### config.mk
export PLATFORM = sky130hd
export DESIGN_NAME = sprite_blit_colorkey_clip_top
export DESIGN_NICKNAME = d
export VERILOG_FILES = /design/src/sv/sbcc_pkg.sv /design/src/sv/sbcc_cfg.sv /design/src/sv/sbcc_pos.sv /design/src/sv/sbcc_pix.sv /design/src/sv/sprite_blit_colorkey_clip_top.sv
export SDC_FILE = /design/constraint.sdc
export NUM_CORES = 1
export LEC_CHECK = 0
export ABC_CLOCK_PERIOD_IN_PS = 10300
export BUFFER_PORTS_ARGS = -buffer_cell sky130_fd_sc_hd__buf_4
export CAP_MARGIN = 20
export CORE_AREA = 3 3 275 277
export DETAILED_ROUTE_END_ITERATION = 8
export DIE_AREA = 0 0 278 280
export PLACE_DENSITY = 0.53
export SLEW_MARGIN = 20
export SYNTH_ARGS = -nofsm -noshare
export SYNTH_HDL_FRONTEND = slang
export SYNTH_SLANG_ARGS = --single-unit
### constraint.sdc
create_clock -name clk -period 10.3 [get_ports clk]
set_clock_uncertainty 0.2 [all_clocks]
set_input_delay 1.03 -clock clk [delete_from_list [all_inputs] [get_ports clk]]
set_output_delay 1.03 -clock clk [all_outputs]
set_load 0.02 [all_outputs]
### src/sv/sbcc_pkg.sv
package sbcc_pkg;

    // screen and sprite limits
    localparam int SCREEN_WIDTH   = 640;
    localparam int SCREEN_HEIGHT  = 480;
    localparam int MAX_SPRITE_DIM = 1024;
    localparam int PERCENT_FULL   = 100;

    // field widths
    localparam int COORD_W = 10;
    localparam int DIM_W   = 11;
    localparam int ORG_W   = 12;
    localparam int PCT_W   = 7;
    localparam int PITCH_W = 16;
    localparam int KEY_W   = 24;
    localparam int SX_W    = 10;
    localparam int SY_W    = 9;
    localparam int ADDR_W  = 25;
    localparam int PIX_W   = 32;
    localparam int CFG_IDX_W  = 4;
    localparam int CFG_DATA_W = 24;

    // register indexes
    typedef enum logic [CFG_IDX_W-1:0] {
        REG_COLOR_KEY     = 4'd0,
        REG_DRAW_MODE     = 4'd1,
        REG_SPRITE_WIDTH  = 4'd2,
        REG_SPRITE_HEIGHT = 4'd3,
        REG_ORIGIN_X      = 4'd4,
        REG_ORIGIN_Y      = 4'd5,
        REG_WIDTH_PERCENT = 4'd6,
        REG_DEST_PITCH    = 4'd7
    } cfg_index_t;

    // drawing modes
    typedef enum logic [1:0] {
        MODE_COPY  = 2'd0,
        MODE_KEYED = 2'd1,
        MODE_BLEND = 2'd2,
        MODE_TINT  = 2'd3
    } draw_mode_t;

    typedef struct packed {
        logic [KEY_W-1:0]   color_key;
        draw_mode_t         draw_mode;
        logic [DIM_W-1:0]   sprite_width;
        logic [DIM_W-1:0]   sprite_height;
        logic [ORG_W-1:0]   origin_x;
        logic [ORG_W-1:0]   origin_y;
        logic [PCT_W-1:0]   width_percent;
        logic [PITCH_W-1:0] dest_pitch;
    } cfg_t;

    typedef struct packed {
        logic [COORD_W-1:0] col;
        logic [COORD_W-1:0] row;
    } pos_t;

    typedef struct packed {
        logic [PIX_W-1:0] src_pixel;
        logic [PIX_W-1:0] dst_pixel;
    } in_word_t;

    typedef struct packed {
        logic              write_enable;
        logic [PIX_W-1:0]  pixel_out;
        logic [SX_W-1:0]   screen_x;
        logic [SY_W-1:0]   screen_y;
        logic [ADDR_W-1:0] dest_address;
        logic              last_pixel;
    } out_word_t;

    // zero counts as one, oversize saturates
    function automatic logic [DIM_W-1:0] clamp_dim(input logic [DIM_W-1:0] v);
        logic [DIM_W-1:0] r;
        if (v == '0)
        begin
            r = DIM_W'(1);
        end
        else if (v > DIM_W'(MAX_SPRITE_DIM))
        begin
            r = DIM_W'(MAX_SPRITE_DIM);
        end
        else
        begin
            r = v;
        end
        return r;
    endfunction

endpackage

### src/sv/sbcc_cfg.sv
module sbcc_cfg
    import sbcc_pkg::*;
(
    input  logic                  clk,
    input  logic                  rst_n,
    input  logic                  cfg_write,
    input  logic [CFG_IDX_W-1:0]  cfg_index,
    input  logic [CFG_DATA_W-1:0] cfg_data,
    output cfg_t                  cfg,
    output logic                  restart
);

    cfg_t cfg_reg;
    cfg_t cfg_next;
    logic hit;

    // decode register write
    always_comb
    begin
        cfg_next = cfg_reg;
        hit      = 1'b0;
        if (cfg_write)
        begin
            unique case (cfg_index)
                REG_COLOR_KEY:
                begin
                    cfg_next.color_key = cfg_data[KEY_W-1:0];
                    hit = 1'b1;
                end
                REG_DRAW_MODE:
                begin
                    cfg_next.draw_mode = draw_mode_t'(cfg_data[1:0]);
                    hit = 1'b1;
                end
                REG_SPRITE_WIDTH:
                begin
                    cfg_next.sprite_width = cfg_data[DIM_W-1:0];
                    hit = 1'b1;
                end
                REG_SPRITE_HEIGHT:
                begin
                    cfg_next.sprite_height = cfg_data[DIM_W-1:0];
                    hit = 1'b1;
                end
                REG_ORIGIN_X:
                begin
                    cfg_next.origin_x = cfg_data[ORG_W-1:0];
                    hit = 1'b1;
                end
                REG_ORIGIN_Y:
                begin
                    cfg_next.origin_y = cfg_data[ORG_W-1:0];
                    hit = 1'b1;
                end
                REG_WIDTH_PERCENT:
                begin
                    cfg_next.width_percent = cfg_data[PCT_W-1:0];
                    hit = 1'b1;
                end
                REG_DEST_PITCH:
                begin
                    cfg_next.dest_pitch = cfg_data[PITCH_W-1:0];
                    hit = 1'b1;
                end
                default:
                begin
                    hit = 1'b0;
                end
            endcase
        end
    end

    // register file
    always_ff @(posedge clk or negedge rst_n)
    begin
        if (!rst_n)
        begin
            cfg_reg.color_key     <= '0;
            cfg_reg.draw_mode     <= MODE_COPY;
            cfg_reg.sprite_width  <= DIM_W'(1);
            cfg_reg.sprite_height <= DIM_W'(1);
            cfg_reg.origin_x      <= '0;
            cfg_reg.origin_y      <= '0;
            cfg_reg.width_percent <= PCT_W'(PERCENT_FULL);
            cfg_reg.dest_pitch    <= PITCH_W'(2560);
        end
        else
        begin
            cfg_reg <= cfg_next;
        end
    end

    assign cfg     = cfg_reg;
    assign restart = hit;

endmodule

### src/sv/sbcc_pos.sv
module sbcc_pos
    import sbcc_pkg::*;
(
    input  logic clk,
    input  logic rst_n,
    input  cfg_t cfg,
    input  logic restart,
    input  logic advance,
    output pos_t pos
);

    pos_t             pos_reg;
    pos_t             pos_next;
    logic [DIM_W-1:0] w;
    logic [DIM_W-1:0] h;
    logic             col_end;
    logic             row_end;

    // raster order walk with wrap at sprite end
    always_comb
    begin
        w        = clamp_dim(cfg.sprite_width);
        h        = clamp_dim(cfg.sprite_height);
        col_end  = ({1'b0, pos_reg.col} + DIM_W'(1)) >= w;
        row_end  = ({1'b0, pos_reg.row} + DIM_W'(1)) >= h;
        pos_next = pos_reg;
        if (restart)
        begin
            pos_next = '0;
        end
        else if (advance)
        begin
            if (col_end)
            begin
                pos_next.col = '0;
                pos_next.row = row_end ? '0 : pos_reg.row + COORD_W'(1);
            end
            else
            begin
                pos_next.col = pos_reg.col + COORD_W'(1);
            end
        end
    end

    always_ff @(posedge clk or negedge rst_n)
    begin
        if (!rst_n)
        begin
            pos_reg <= '0;
        end
        else
        begin
            pos_reg <= pos_next;
        end
    end

    assign pos = pos_reg;

endmodule

### src/sv/sbcc_pix.sv
module sbcc_pix
    import sbcc_pkg::*;
(
    input  cfg_t      cfg,
    input  pos_t      pos,
    input  in_word_t  word,
    output out_word_t result
);

    localparam int PROD_W = DIM_W + PCT_W;
    localparam int X_W    = ORG_W + 1;

    logic [DIM_W-1:0]   w;
    logic [DIM_W-1:0]   h;
    logic [PCT_W-1:0]   pct;
    logic [PROD_W-1:0]  width_prod;
    logic [PROD_W-1:0]  col_scaled;
    logic [X_W-1:0]     x;
    logic [X_W-1:0]     y;
    logic               on_screen;
    logic               we;
    logic [PIX_W-1:0]   pix;
    logic [PIX_W-1:0]   blend;
    logic [ADDR_W-1:0]  row_offset;
    logic [SX_W-1:0]    ux;
    logic [SY_W-1:0]    uy;

    // target position and screen clip
    always_comb
    begin
        x  = {cfg.origin_x[ORG_W-1], cfg.origin_x} + {{(X_W-COORD_W){1'b0}}, pos.col};
        y  = {cfg.origin_y[ORG_W-1], cfg.origin_y} + {{(X_W-COORD_W){1'b0}}, pos.row};
        on_screen = !x[X_W-1] && (x < X_W'(SCREEN_WIDTH))
                 && !y[X_W-1] && (y < X_W'(SCREEN_HEIGHT));
        ux = x[SX_W-1:0];
        uy = y[SY_W-1:0];
    end

    // width limit: col >= floor(w*pct/100) iff w*pct <= 100*col + 99
    always_comb
    begin
        w          = clamp_dim(cfg.sprite_width);
        h          = clamp_dim(cfg.sprite_height);
        pct        = (cfg.width_percent > PCT_W'(PERCENT_FULL))
                   ? PCT_W'(PERCENT_FULL) : cfg.width_percent;
        width_prod = PROD_W'(w) * PROD_W'(pct);
        col_scaled = PROD_W'(pos.col) * PROD_W'(PERCENT_FULL)
                   + PROD_W'(PERCENT_FULL - 1);
        we = on_screen;
        if (cfg.draw_mode != MODE_COPY)
        begin
            if (width_prod <= col_scaled)
            begin
                we = 1'b0;
            end
            if (word.src_pixel[KEY_W-1:0] == cfg.color_key)
            begin
                we = 1'b0;
            end
        end
    end

    // pixel colour by mode
    always_comb
    begin
        blend = '0;
        for (int i = 0; i < 3; i++)
        begin
            blend[8*i +: 8] = {1'b0, word.src_pixel[8*i+1 +: 7]}
                            + {1'b0, word.dst_pixel[8*i+1 +: 7]};
        end
        unique case (cfg.draw_mode)
            MODE_BLEND:
            begin
                pix = blend;
            end
            MODE_TINT:
            begin
                pix = {word.src_pixel[31:16],
                       1'b0, word.src_pixel[15:9],
                       1'b0, word.src_pixel[7:1]};
            end
            default:
            begin
                pix = word.src_pixel;
            end
        endcase
    end

    // frame buffer address
    assign row_offset = ADDR_W'(uy) * ADDR_W'(cfg.dest_pitch);

    // result word, all fields but last_pixel zeroed when not written
    always_comb
    begin
        result = '0;
        result.last_pixel = (({1'b0, pos.col} + DIM_W'(1)) >= w)
                         && (({1'b0, pos.row} + DIM_W'(1)) >= h);
        if (we)
        begin
            result.write_enable = 1'b1;
            result.pixel_out    = pix;
            result.screen_x     = ux;
            result.screen_y     = uy;
            result.dest_address = row_offset + ADDR_W'({ux, 2'b00});
        end
    end

endmodule

### src/sv/sprite_blit_colorkey_clip_top.sv
// sprite blitter with colour key and per-pixel clipping
// the input stage registers each accepted word, the result stage registers its result word
// throughput: one word per cycle; the input stalls only while both stages
// hold words and the output is stalled
// reset: rst_n asynchronous active low; registers return to defaults,
// position returns to column 0 row 0, both pipeline stages empty
module sprite_blit_colorkey_clip_top
    import sbcc_pkg::*;
(
    input  logic                  clk,
    input  logic                  rst_n,
    input  logic                  cfg_write,
    input  logic [CFG_IDX_W-1:0]  cfg_index,
    input  logic [CFG_DATA_W-1:0] cfg_data,
    input  logic                  in_valid,
    output logic                  in_stall,
    input  in_word_t              in_data,
    output logic                  out_valid,
    input  logic                  out_stall,
    output out_word_t             out_data
);

    cfg_t      cfg;
    logic      restart;
    pos_t      pos;
    logic      in_take;
    logic      out_move;
    logic      s1_valid_reg;
    logic      s1_valid_next;
    in_word_t  s1_word_reg;
    pos_t      s1_pos_reg;
    out_word_t result;
    logic      s2_valid_reg;
    logic      s2_valid_next;
    out_word_t s2_word_reg;

    sbcc_cfg u_cfg (
        .clk       (clk),
        .rst_n     (rst_n),
        .cfg_write (cfg_write),
        .cfg_index (cfg_index),
        .cfg_data  (cfg_data),
        .cfg       (cfg),
        .restart   (restart)
    );

    sbcc_pos u_pos (
        .clk     (clk),
        .rst_n   (rst_n),
        .cfg     (cfg),
        .restart (restart),
        .advance (in_take),
        .pos     (pos)
    );

    sbcc_pix u_pix (
        .cfg    (cfg),
        .pos    (s1_pos_reg),
        .word   (s1_word_reg),
        .result (result)
    );

    // pipeline flow control
    always_comb
    begin
        out_move      = !s2_valid_reg || !out_stall;
        in_stall      = s1_valid_reg && !out_move;
        in_take       = in_valid && !in_stall;
        s1_valid_next = in_take || (s1_valid_reg && !out_move);
        s2_valid_next = out_move ? s1_valid_reg : s2_valid_reg;
    end

    // valid flags
    always_ff @(posedge clk or negedge rst_n)
    begin
        if (!rst_n)
        begin
            s1_valid_reg <= 1'b0;
            s2_valid_reg <= 1'b0;
        end
        else
        begin
            s1_valid_reg <= s1_valid_next;
            s2_valid_reg <= s2_valid_next;
        end
    end

    // input stage holds the word and its sprite position
    always_ff @(posedge clk)
    begin
        if (in_take)
        begin
            s1_word_reg <= in_data;
            s1_pos_reg  <= pos;
        end
    end

    // result stage
    always_ff @(posedge clk)
    begin
        if (out_move && s1_valid_reg)
        begin
            s2_word_reg <= result;
        end
    end

    assign out_valid = s2_valid_reg;
    assign out_data  = s2_word_reg;

endmodule

After elaboration in Yosys (flattened, before gate mapping)
Cells that the tools add are included.
Word-level totals
  flip-flop bits (word level): 271
  input port bits: 97
  output and inout port bits: 80
Cells by class
  add/sub/neg operators: 13
  multipliers: 3
  magnitude comparators: 10
  equality and inequality tests: 10
  multiplexer cells: 17
  reductions and logical operators: 31
Operator list (count)
  two-way mux 77 bit: 1
  one-hot mux 32 bit (2 select lines): 1
  adder 10 x 1 -> 11 bit (second input constant): 4
  >= comparator 11 bit: 4
  two-way mux 11 bit: 4
  two-way mux 20 bit: 2
  two-way mux 10 bit: 3
  adder 12 x 11 -> 13 bit: 2
  adder 25 x 12 -> 25 bit: 1
  multiplier 9 x 16 -> 25 bit: 1
  adder 7 x 7 -> 8 bit: 3
  equality test 24 bit: 1
  greater-than comparator 11 bit (second input constant): 2
  zero test 11 bit: 2
  adder 10 x 1 -> 10 bit (second input constant): 2
  adder 17 x 7 -> 18 bit (second input constant): 1
  <= comparator 18 bit: 1
  multiplier 11 x 7 -> 18 bit: 1
  AND reduction 2 bit: 9
  equality test 4 x 3 -> 1 bit (second input constant): 4
  multiplier 10 x 5 -> 15 bit (second input constant): 1
  less-than comparator 13 x 10 -> 1 bit (second input constant): 1
  less-than comparator 13 x 9 -> 1 bit (second input constant): 1
  equality test 4 x 2 -> 1 bit (second input constant): 2
  other kinds (11): 30

Logic depth before layout (Yosys ltp)
Gate-level depths: netlist (run 1).
  depth after elaboration: 9
  mapped depth: 32

Hierarchy
Synthesis (run 1) repeated with hierarchy kept, for this count alone.
Unflattened totals
  cells, all modules: 2144
  area total of the unflattened synthesis: 22660.5 µm²
Modules (own cells, without submodules)
  sbcc_pix: times used 1, cells each 1562, area an instance 12149.2 µm², sequential area each 0.0 µm²
  sprite_blit_colorkey_clip_top: times used 1, cells each 170, area an instance 4957.3 µm², sequential area each 4914.7 µm²
  sbcc_cfg: times used 1, cells each 210, area an instance 3849.9 µm², sequential area each 2386.0 µm²
  sbcc_pos: times used 1, cells each 202, area an instance 1704.1 µm², sequential area each 500.5 µm²

Worst setup path after synthesis (run 1)
Ideal clock, no wire load.
  kind: input to register
  start: input out_stall
  end: register s2_word_reg, in the netlist out_data[0] (enable)
  library setup time: 633 ps
  arrival: 6671 ps
  path slack: 2795 ps
  cell stages on the path: 1
  path buffers: 0
  cells stage by stage: a21boi_0
On the way
  cells in the longest elaborated chain, start to end: 3
RTL lines
  start, declared: RTL line sprite_blit_colorkey_clip_top.sv:19  | input logic out_stall,
  zero test 1 bit: RTL line sprite_blit_colorkey_clip_top.sv:66  | out_move = !s2_valid_reg || !out_stall;
  logical OR 1 bit: RTL line sprite_blit_colorkey_clip_top.sv:66
  logical AND 1 bit: RTL line sprite_blit_colorkey_clip_top.sv:101  | if (out_move && s1_valid_reg)
  end signal, assigned: RTL line sprite_blit_colorkey_clip_top.sv:103  | s2_word_reg <= result;
  end, declared: RTL line sprite_blit_colorkey_clip_top.sv:35  | out_word_t s2_word_reg;
Every way passes these cells.
A chain may end at the register's enable or synchronous reset.

Worst setup path in the final report (run 1)
  start: register u_cfg.cfg_reg, in the netlist u_cfg.cfg[59]
  end: register s2_word_reg, in the netlist out_data[69] (data pin)
On the way
  cells in the longest elaborated chain, start to end: 8
  elaborated cells on any way between the ends: 9
  those cells by class: mul: 1; order compare: 2; mux: 5; reduce/logical: 1
RTL lines
  start, declared: RTL line sbcc_cfg.sv:13  | cfg_t cfg_reg;
  start signal, assigned: RTL line sbcc_cfg.sv:89  | cfg_reg <= cfg_next;
  greater-than comparator 11 bit: RTL line sbcc_pkg.sv:80  | else if (v > DIM_W'(MAX_SPRITE_DIM))
  two-way mux 11 bit: RTL line sbcc_pkg.sv:80
  two-way mux 11 bit (*): RTL line sbcc_pkg.sv:76  | if (v == '0)
  multiplier 11 x 7 -> 18 bit (*): RTL line sbcc_pix.sv:46  | width_prod = PROD_W'(w) * PROD_W'(pct);
  <= comparator 18 bit (*): RTL line sbcc_pix.sv:52  | if (width_prod <= col_scaled)
  two-way mux 1 bit (*): RTL line sbcc_pix.sv:52
  two-way mux 1 bit (*): RTL line sbcc_pix.sv:56  | if (word.src_pixel[KEY_W-1:0] == cfg.color_key)
  two-way mux 1 bit (*): RTL line sbcc_pix.sv:50  | if (cfg.draw_mode != MODE_COPY)
Every way passes the cells marked *; elsewhere a longest branch is shown, timed or not.

==> summary.txt, run 1 <==
Status
  – Status: finished, final reports clean

Timing
  – Setup Viol. Count Final: 0
  – Max_slew headroom: between 30% and 40%
  – Fin crit period: 8.84 ns
  – FMAX: 0.113 GHz
  – Setup total negative slack: 0 ns
  – Slack of the critical path: around 1.5 ns
  – Max-slew violations: 0
  – Worst Max-Slew Pin Slew: 0.969 ns
  – Final Hold Viols: 0
  – RSZ-0062 raised after global routing: no
  – Fin crit share: 85.8%

Detailed routing
  – Wire length per cell: 17.8 µm
  – Drt pass-1 iters: 5
  – DRC Markers: 0
  – DR iter-0 viols: roughly 970
  – Final wirelength: 57.7 mm
  – Antenna-violating nets left: 0
  – Avg Vias per Cell: about 4.8
  – Vias post-DR: approximately 16000

Final layout
  – Final nets: 2745
  – Share of layout cells above drive strength 1: around 16%
  – Layout area overhead: 15.4%
  – Number of flip-flops in the largest register: 95

Place
  – Place WS: 1.38 ns
  – Buffers on Ports: approximately 170
  – Detailed Place HPWL: between 40 and 50 mm
  – Final GP Congestion: 0.865

CTS
  – Clk buf depth: 3
  – CTS resizes: 0
  – Worst-Skew Late Latency: 0.54 ns
  – Number of post-CTS setup repair buffers: 0
  – CTS tree: built
  – CTS root buf: clkbuf_16
  – CTS buffer count: 34
  – Sink Count: 268
  – Htree depth: 2
  – Reg clk slew, reported paths: 0.06 ns
  – Hold-fix buffers, CTS: 0

Global routing
  – Initial antenna violation count: 3
  – GRT Overall Usage: ~15%
  – Remaining Overflow, GRT: 0
  – First-pass GRT wire length: 91.5 mm
  – Vias in the first global route: between 15000 and 20000
  – Largest net degree at the start of global routing: 75

Run
  – Max-cap violations: 0

Synth
  – Post-synth EDFFs: 151
  – Avg Inst Size Synth: around 10 µm²
  – Asr flop ratio synth: 43.7%
  – Netlist cell types: 65
  – Commonest register cell after synthesis: edfxtp_1
  – Syn Nets: 2589
  – Synth Register Bits: 268
  – Mapped Cells: 2096
  – Sequential-to-total area share from yosys stat: 34.1%
  – Synth warnings: 0
  – Post-Synthesis Cell Area: 21900 µm²

Setup path
  – Critical path's largest stage delay: approximately 0.66 ns
  – Worst setup EP type: register
  – Worst R2R Setup Slack: 1.46 ns
  – Reg2reg start: u_cfg.cfg[59]$_DFFE_PN0P_
  – Reg2Reg Depth: 29
  – Critical R2R Capture: out_data[69]$_SDFFCE_PN0P_
  – Worst Path Arrival: 8.89 ns
  – CP dominant cell by count: fa_1
  – CP max FO: 74
  – CP delay by family, top: simple AND/OR/NAND/NOR gates
  – Critical Path Start Type: register
  – Crit path required time: 10.34 ns
  – Crit Path Class: reg -> reg
  – Buf+Inv Stages, Crit Path: 3
  – CP max stage cell: buf_4

Floorplan
  – Initial Util: 30.0%
  – Die span in y: 280 µm
  – Die Area: 77800 µm²
  – CORE AREA: 73100 µm²
  – I/O pin count: 177
  – Site row count: between 90 and 100
  – Die Wd: between 200 and 300 µm

Worst hold path
  – Min-delay src: s1_valid_reg$_DFF_PN0_
  – Hold EP: out_valid$_DFFE_PN0N_
  – Hold path depth: 1
  – Tightest Hold Check Type: reg -> reg
layout by cell type (no fill, tap or decap), types with 18 or more instances in the layout:
master,instances
ha_1,235
o21a_1,23
clkbuf_16,35
nand2_1,200
nand3_1,42
mux2_2,96
xnor2_1,77
buf_4,180
o21ai_0,62
fa_1,161
and3_1,18
a21oi_1,60
nor3_1,18
dfrtp_1,110
edfxtp_1,151
o211ai_1,19
nor2_1,172
a211oi_1,22
xor2_1,54
a21o_1,27
nand4_1,19
and2_1,70
inv_1,225
nor2b_1,38
worst max path at each step:
stage | startpoint | end | slack, ns | cells after the start
after floorplan | out_stall | out_data[0]$_DFFE_PP_ | 2.80 | 1
after global placement | u_cfg.cfg[63]$_DFFE_PN0P_ | out_data[7]$_SDFFCE_PN0P_ | 1.43 | 29
after detailed placement | u_cfg.cfg[63]$_DFFE_PN0P_ | out_data[69]$_SDFFCE_PN0P_ | 1.38 | 29
after CTS | u_cfg.cfg[63]$_DFFE_PN0P_ | out_data[69]$_SDFFCE_PN0P_ | 1.36 | 29
after global routing | u_cfg.cfg[61]$_DFFE_PN0P_ | out_data[15]$_SDFFCE_PN0P_ | 0.71 | 29
final | u_cfg.cfg[59]$_DFFE_PN0P_ | out_data[69]$_SDFFCE_PN0P_ | 1.46 | 29
cell type report:
type                       count  area (µm²)
antenna                        2        5.00
clock buffer                  46         957
clock inverter                15         101
fill                        7429       47800
inverter                     226         848
multi-input combinational   1542       13400
sequential                   268        7470
tap                          959        1200
timing repair buffer         180        1350
cells by family (layout without fill, tap and decap cells):
group	count (synthesis)	after routing	synth area share [%]
buffers and inverters	286	467	5.12
AND/OR/NAND/NOR	635	635	13.8
XOR/XNOR	131	131	5.23
flip-flops	268	268	34.1
multiplexers	106	106	5.39
AO/OA/AOI/OAI	274	274	8.22
other	0	2	0
adder cells (fa/ha/maj)	396	396	28.1
synth_stat cells, types with 42 or more instances:
cell        n  area share, %
xor2_1     54            2.2
mux2_2     96            4.9
fa_1      161             15
inv_1     225            3.9
a21oi_1    60            1.4
dfrtp_1   110             13
nand3_1    42           0.96
xnor2_1    77            3.1
ha_1      235             13
edfxtp_1  151             21
o21ai_0    62            1.4
and2_1     71            2.0
nor2_1    172            2.9
nand2_1   201            3.4
layer usage:
layer	track usage (%)	routed length [µm]	vias up
li1	-	-	7433
met1	19.1	25800	7796
met2	26.2	28700	274
met3	1.81	1930	80
met4	4.44	1350	0
met5	0	0	-
per-stage QoR:
step	area, µm²	utilization [%]	hold slack, ns	cells
after floorplan	21900	-	0.243	2096
after global placement	24200	33.2	0.264	3175
after detailed placement	24200	33.2	0.283	3175
after CTS	25300	34.6	0.294	3236
after global routing	25300	34.6	0.298	3238
final	25300	34.6	0.292	3238
Power of run 1 is left out: the tool's default activity adds up to more than one toggle a clock period on the data nets, which glitch-free logic cannot reach.
==> run 2, diff against run 1 <==
--- a/config.mk
+++ b/config.mk
@@ -7,10 +7,11 @@
 export LEC_CHECK = 0
 export ABC_CLOCK_PERIOD_IN_PS = 10300
 export BUFFER_PORTS_ARGS = -buffer_cell sky130_fd_sc_hd__buf_4
-export CAP_MARGIN = 20
+export CAP_MARGIN = 40
 export CORE_AREA = 3 3 275 277
 export DETAILED_ROUTE_END_ITERATION = 8
 export DIE_AREA = 0 0 278 280
+export MAX_ROUTING_LAYER = met4
 export PLACE_DENSITY = 0.53
 export SLEW_MARGIN = 20
 export SYNTH_ARGS = -nofsm -noshare
==> run 2 against run 1 <==
Via count rose by 0.35%. Count of clock-buffer cells in the layout rose by 5. Wire length is 0.38% higher. Register-to-register slack better by 0.24 ns. Flip-flop and latch count did not move. Global-route usage increased by 0.47 points. Final area is 0.80% higher. Core utilization increased by 0.28 points. First-iteration DRC count shrank 16%. Hold slack improved by 0.0080 ns. Final cell count grew 0.31%. Worst setup slack improved by 0.24 ns. Highest routed layer unchanged.
==> summary.txt, run 2 (synthesis gave the netlist of run 1 again) <==
Detailed routing
  – Antenna-violating nets left: 0
  – Vias post-DR: roughly 16000
  – Avg Vias per Cell: 4.81
  – DR iter-0 viols: about 820
  – DRC Markers: 0
  – Final wirelength: 58.0 mm
  – Drt pass-1 iters: 4
  – Wire length per cell: 17.8 µm

CTS
  – Clk buf depth: 3
  – Hold-fix buffers, CTS: 0
  – Htree depth: 2
  – Reg clk slew, reported paths: 0.05 ns
  – Number of post-CTS setup repair buffers: 0
  – CTS tree: built
  – CTS root buf: clkbuf_16
  – Sink Count: 268
  – CTS resizes: 0
  – CTS buffer count: 35
  – Worst-Skew Late Latency: ~0.54 ns

Global routing
  – GRT Overall Usage: 15.3%
  – Met3 Usage GRT: 1.92%
  – Initial antenna violation count: 4
  – Remaining Overflow, GRT: 0
  – Largest net degree at the start of global routing: 65
  – First-pass GRT wire length: slightly above 90 mm
  – Met1 usage: around a fifth
  – Met2 Usage GRT: 26.1%
  – Global routing's busiest layer: met2
  – Vias in the first global route: 16200

Final layout
  – Share of layout cells above drive strength 1: 16.0%
  – Cell area after layout: between 20000 and 30000 µm²
  – Fill cells: approximately 7400
  – Number of flip-flops in the largest register: 95
  – Final nets: 2755
  – Commonest non-fill, non-tap cell in the layout: ha_1
  – Layout area overhead: 16.3%
  – Commonest non-fill, non-tap cells in the layout: 235 x ha_1, 225 x inv_1, 201 x nand2_1, 182 x buf_4, 172 x nor2_1

Place
  – Place WS: 1.60 ns
  – Final GP Congestion: 0.896
  – Buffers on Ports: about 170
  – Placed Area: about 24000 µm²
  – Detailed Place HPWL: 45.0 mm

Setup path
  – CP dominant cell by count: fa_1
  – Worst R2R Setup Slack: about 1.7 ns
  – Critical Path Start Type: register
  – Reg2reg start: u_cfg.cfg[63]$_DFFE_PN0P_
  – CP max FO: 64
  – Critical path's largest stage delay: 0.55 ns
  – CP max stage cell: fa_1
  – Crit Path Class: reg -> reg
  – Crit path required time: 10.37 ns
  – Critical R2R Capture: out_data[7]$_SDFFCE_PN0P_
  – Worst Path Arrival: 8.67 ns
  – Reg2Reg Depth: 29
  – Worst setup EP type: register

Floorplan
  – Die Wd: 278 µm
  – CORE AREA: 73100 µm²
  – Site row count: 99
  – I/O pin count: 177
  – Initial Util: 30.0%
  – Die Area: ~78000 µm²
  – Die span in y: around 280 µm

Timing
  – Fin crit period: 8.60 ns
  – Setup total negative slack: 0 ns
  – Worst Max-Slew Pin Slew: 0.852 ns
  – RSZ-0062 raised after global routing: no
  – Max_slew headroom: 42.6%
  – FMAX: 0.116 GHz
  – Setup Viol. Count Final: 0
  – Slack of the critical path: 1.70 ns
  – Final Hold Viols: 0
  – Fin crit share: roughly 83%
  – Max-slew violations: 0
  – Hold WS: 0.300 ns

Worst hold path
  – Hold EP: out_valid$_DFFE_PN0N_
  – Hold path depth: 1
  – Min-delay src: s1_valid_reg$_DFF_PN0_
  – Tightest Hold Check Type: reg -> reg

Status
  – Status: finished, final reports clean

Run
  – Max-cap violations: 0
## run 2: changes by cell type in the layout (fill, tap and decap cells not counted), sizes merged
| cell | before | now |
|---|---|---|
| buf | 180 | 189 |
| clkbuf | 46 | 51 |
| clkinv | 13 | 6 |
| clkinvlp | 1 | 3 |
| diode | 2 | 1 |
| inv | 226 | 228 |
## run 2: stage by stage
| stage | cells | utilization [%] |
|---|---|---|
| after floorplan | 2096 | - |
| after global placement | 3175 | 33.2 |
| after detailed placement | 3182 | 33.3 |
| after global routing | 3248 | 34.9 |
| final | 3248 | 34.9 |
| after CTS | 3245 | 34.8 |
## run 2: cell type report
class | count | area (µm²) | area share, %
timing repair buffer | 189 | 1490 | 5.83
sequential | 268 | 7470 | 29.3
tap | 959 | 1200 | 4.70
inverter | 226 | 848 | 3.33
antenna | 1 | 2.50 | 0.00981
clock buffer | 51 | 1040 | 4.08
clock inverter | 12 | 103 | 0.402
multi-input combinational | 1542 | 13400 | 52.4
## run 2: worst max-delay path by stage
stage                                          from                        end  depth (start not counted)
after detailed placement  u_cfg.cfg[63]$_DFFE_PN0P_  out_data[7]$_SDFFCE_PN0P_                         29
after global placement    u_cfg.cfg[63]$_DFFE_PN0P_  out_data[7]$_SDFFCE_PN0P_                         29
after CTS                 u_cfg.cfg[63]$_DFFE_PN0P_  out_data[7]$_SDFFCE_PN0P_                         29
final                     u_cfg.cfg[63]$_DFFE_PN0P_  out_data[7]$_SDFFCE_PN0P_                         29
after global routing      u_cfg.cfg[63]$_DFFE_PN0P_  out_data[8]$_SDFFCE_PN0P_                         29
after floorplan                           out_stall      out_data[0]$_DFFE_PP_                          1
## run 2: critical path, delay by kind of cell, from the launching register on
family	cells	cell delay [ns]
compound gates	3	0.58
buf+inv	3	0.41
fa+ha+maj	6	2.73
xor+xnor	1	0.16
flops	1	0.39
simple gates	16	3.83
## run 2: routing by layer
metal | part of all wire (%) | up-vias
met5 | 0 | -
met4 | 1.9 | 0
met3 | 3.7 | 63
met2 | 49 | 300
met1 | 45 | 7815
li1 | - | 7459
Power of run 2 is left out for the same reason.
==> run 3, diff against run 2 <==
--- a/config.mk
+++ b/config.mk
@@ -5,14 +5,14 @@
 export SDC_FILE = /design/constraint.sdc
 export NUM_CORES = 1
 export LEC_CHECK = 0
-export ABC_CLOCK_PERIOD_IN_PS = 10300
+export ABC_CLOCK_PERIOD_IN_PS = 7250
 export BUFFER_PORTS_ARGS = -buffer_cell sky130_fd_sc_hd__buf_4
 export CAP_MARGIN = 40
 export CORE_AREA = 3 3 275 277
 export DETAILED_ROUTE_END_ITERATION = 8
 export DIE_AREA = 0 0 278 280
 export MAX_ROUTING_LAYER = met4
-export PLACE_DENSITY = 0.53
+export PLACE_DENSITY = 0.55
 export SLEW_MARGIN = 20
 export SYNTH_ARGS = -nofsm -noshare
 export SYNTH_HDL_FRONTEND = slang
==> constraint.sdc (replaced) <==
create_clock -name clk -period 7.25 [get_ports clk]
set_clock_uncertainty 0.2 [all_clocks]
set_input_delay 0.725 -clock clk [delete_from_list [all_inputs] [get_ports clk]]
set_output_delay 0.725 -clock clk [all_outputs]
set_load 0.02 [all_outputs]
==> run 3 against run 2 <==
The run now ends with setup timing left. Flip-flop and latch count is the same. Maximum frequency grew 16%. Critical path depth is 4 higher. Critical path type unchanged. Highest routed layer unchanged.
==> summary.txt, run 3 (synthesis gave the netlist of run 1 again) <==
Status
  – Status: finished, violations left
  – Failing checks: setup timing

Final layout
  – Multi-input gate area: around 14000 µm²
  – FF/Latch Area: approximately 7500 µm²
  – Share of layout cells above drive strength 1: a little over a quarter
  – Fill cells: 7107
  – Commonest non-fill, non-tap cell in the layout: buf_4
  – Layout area overhead: 27.5%
  – Cell area after layout: 27900 µm²
  – Number of flip-flops in the largest register: 95
  – Commonest non-fill, non-tap cells in the layout: 339 x buf_4, 227 x ha_1, 217 x inv_1, 199 x nand2_1, 159 x fa_1
  – Final nets: just under 3000

Detailed routing
  – Wire length per cell: 18.3 µm
  – Drt pass-1 iters: 7
  – Avg Vias per Cell: roughly 4.8
  – DR iter-0 viols: 862
  – Antenna-violating nets left: 0
  – Final wirelength: 63.0 mm
  – Vias post-DR: between 15000 and 20000
  – DRC Markers: 0

CTS
  – Worst-Skew Late Latency: 0.56 ns
  – Reg clk slew, reported paths: 0.06 ns
  – Htree depth: 2
  – Clk buf depth: 3
  – CTS tree: built
  – CTS root buf: clkbuf_16
  – Sink Count: around 270
  – CTS buffer count: 34

Timing
  – Worst Max-Slew Pin Slew: 0.794 ns
  – FMAX: roughly 0.14 GHz
  – Fin crit share: 102%
  – Setup Viol. Count Final: 64
  – Fin crit period: between 7 and 8 ns
  – Slack of the critical path: -0.147 ns
  – RSZ-0062 raised after global routing: yes
  – Max-slew violations: 0
  – Final Hold Viols: 0
  – Max_slew headroom: 45.7%

Setup path
  – Worst setup EP type: register
  – CP max FO: 7
  – CP dominant cell by count: fa_1
  – CP max stage cell: fa_1
  – Crit Path Class: reg -> reg
  – Critical path's largest stage delay: just over 0.5 ns
  – Worst Path Arrival: 7.58 ns
  – Critical Path Start Type: register
  – Crit path required time: around 7.4 ns

Place
  – Detailed Place HPWL: approximately 50 mm
  – Final GP Congestion: 0.859
  – Buffers on Ports: 165
  – Place WS: -0.648 ns
  – Placed Area: 25500 µm²

Global routing
  – First-pass GRT wire length: 98.3 mm
  – GRT Overall Usage: between 10% and 20%
  – Largest net degree at the start of global routing: 49
  – Remaining Overflow, GRT: 0
  – Initial antenna violation count: 6
  – Vias in the first global route: 17500

Floorplan
  – Site row count: slightly below 100
  – CORE AREA: 73100 µm²
  – Die span in y: roughly 280 µm
  – Die Area: just under 80000 µm²
  – Initial Util: 30.0%
  – Die Wd: 278 µm
  – I/O pin count: approximately 180

Run
  – Max-cap violations: 0

Worst hold path
  – Tightest Hold Check Type: in -> reg
-- run 3: worst paths after layout --
| check | slack [ns] | to | from | cells after the start |
|---|---|---|---|---|
| worst max register to register | -0.15 | out_data[63]$_SDFFCE_PN0P_ | u_cfg.cfg[63]$_DFFE_PN0P_ | 33 |
| min in group asynchronous | 0.48 | u_cfg.cfg[86]$_DFFE_PN0P_ | rst_n | 2 |
| max in group asynchronous | 4.87 | u_cfg.cfg[49]$_DFFE_PN0P_ | rst_n | 5 |
| worst min-delay path | 0.14 | s1_word_reg[35]$_DFFE_PP_ | in_data[35] | 1 |
| worst max-delay path | -0.15 | out_data[63]$_SDFFCE_PN0P_ | u_cfg.cfg[63]$_DFFE_PN0P_ | 33 |
| worst min register to register | 0.29 | out_valid$_DFFE_PN0N_ | s1_valid_reg$_DFF_PN0_ | 1 |
-- run 3: layout make-up --
type	count	share of cell area [%]
Inverter	226	3.04
Timing Repair Buffer	375	11.3
Antenna cell	5	0.0448
Sequential cell	268	26.7
Clock buffer	41	3.21
Multi-Input combinational cell	1542	50.8
Clock inverter	21	0.609
Tap cell	959	4.29
-- run 3: through the flow --
step	instances	util, %	TNS, ns	hold slack (ns)
after global placement	3327	34.8	-33.42	0.263
final	3437	38.2	-3.65	0.144
after CTS	3424	37.5	-0.294	0.112
after detailed placement	3335	34.9	-39.18	0.283
after floorplan	2096	-	0	0.229
after global routing	3436	38.2	-29.11	0.123
-- run 3: timing repair --
| action | 4_1_cts | 5_1_grt |
|---|---|---|
| pin swaps | 72 | 65 |
| setup buffers | 21 | 11 |
| gates cloned | 6 | 0 |
| hold buffers | 1 | 0 |
| setup endpoints to repair | 77 | 77 |
| resized for setup | 113 | 118 |
| endpoints found under the hold margin | 16 | 0 |
-- run 3: per-layer routing --
metal,vias up,track usage [%],part of all wire [%]
li1,7844,-,-
met1,8157,21.0,45
met2,346,27.5,49
met3,88,2.40,3.9
met4,0,5.02,3.0
met5,-,-,0
-- run 3: critical path, delay by kind of cell, from the launching register on --
family / cells / cell delay [ns]
adder cells (fa/ha/maj): 6 / 2.45
AND/OR/NAND/NOR: 11 / 2.09
buffers and inverters: 9 / 1.04
AO/OA/AOI/OAI: 6 / 0.89
flip-flops: 1 / 0.40
XOR/XNOR: 1 / 0.12
Power of run 3 is left out for the same reason.
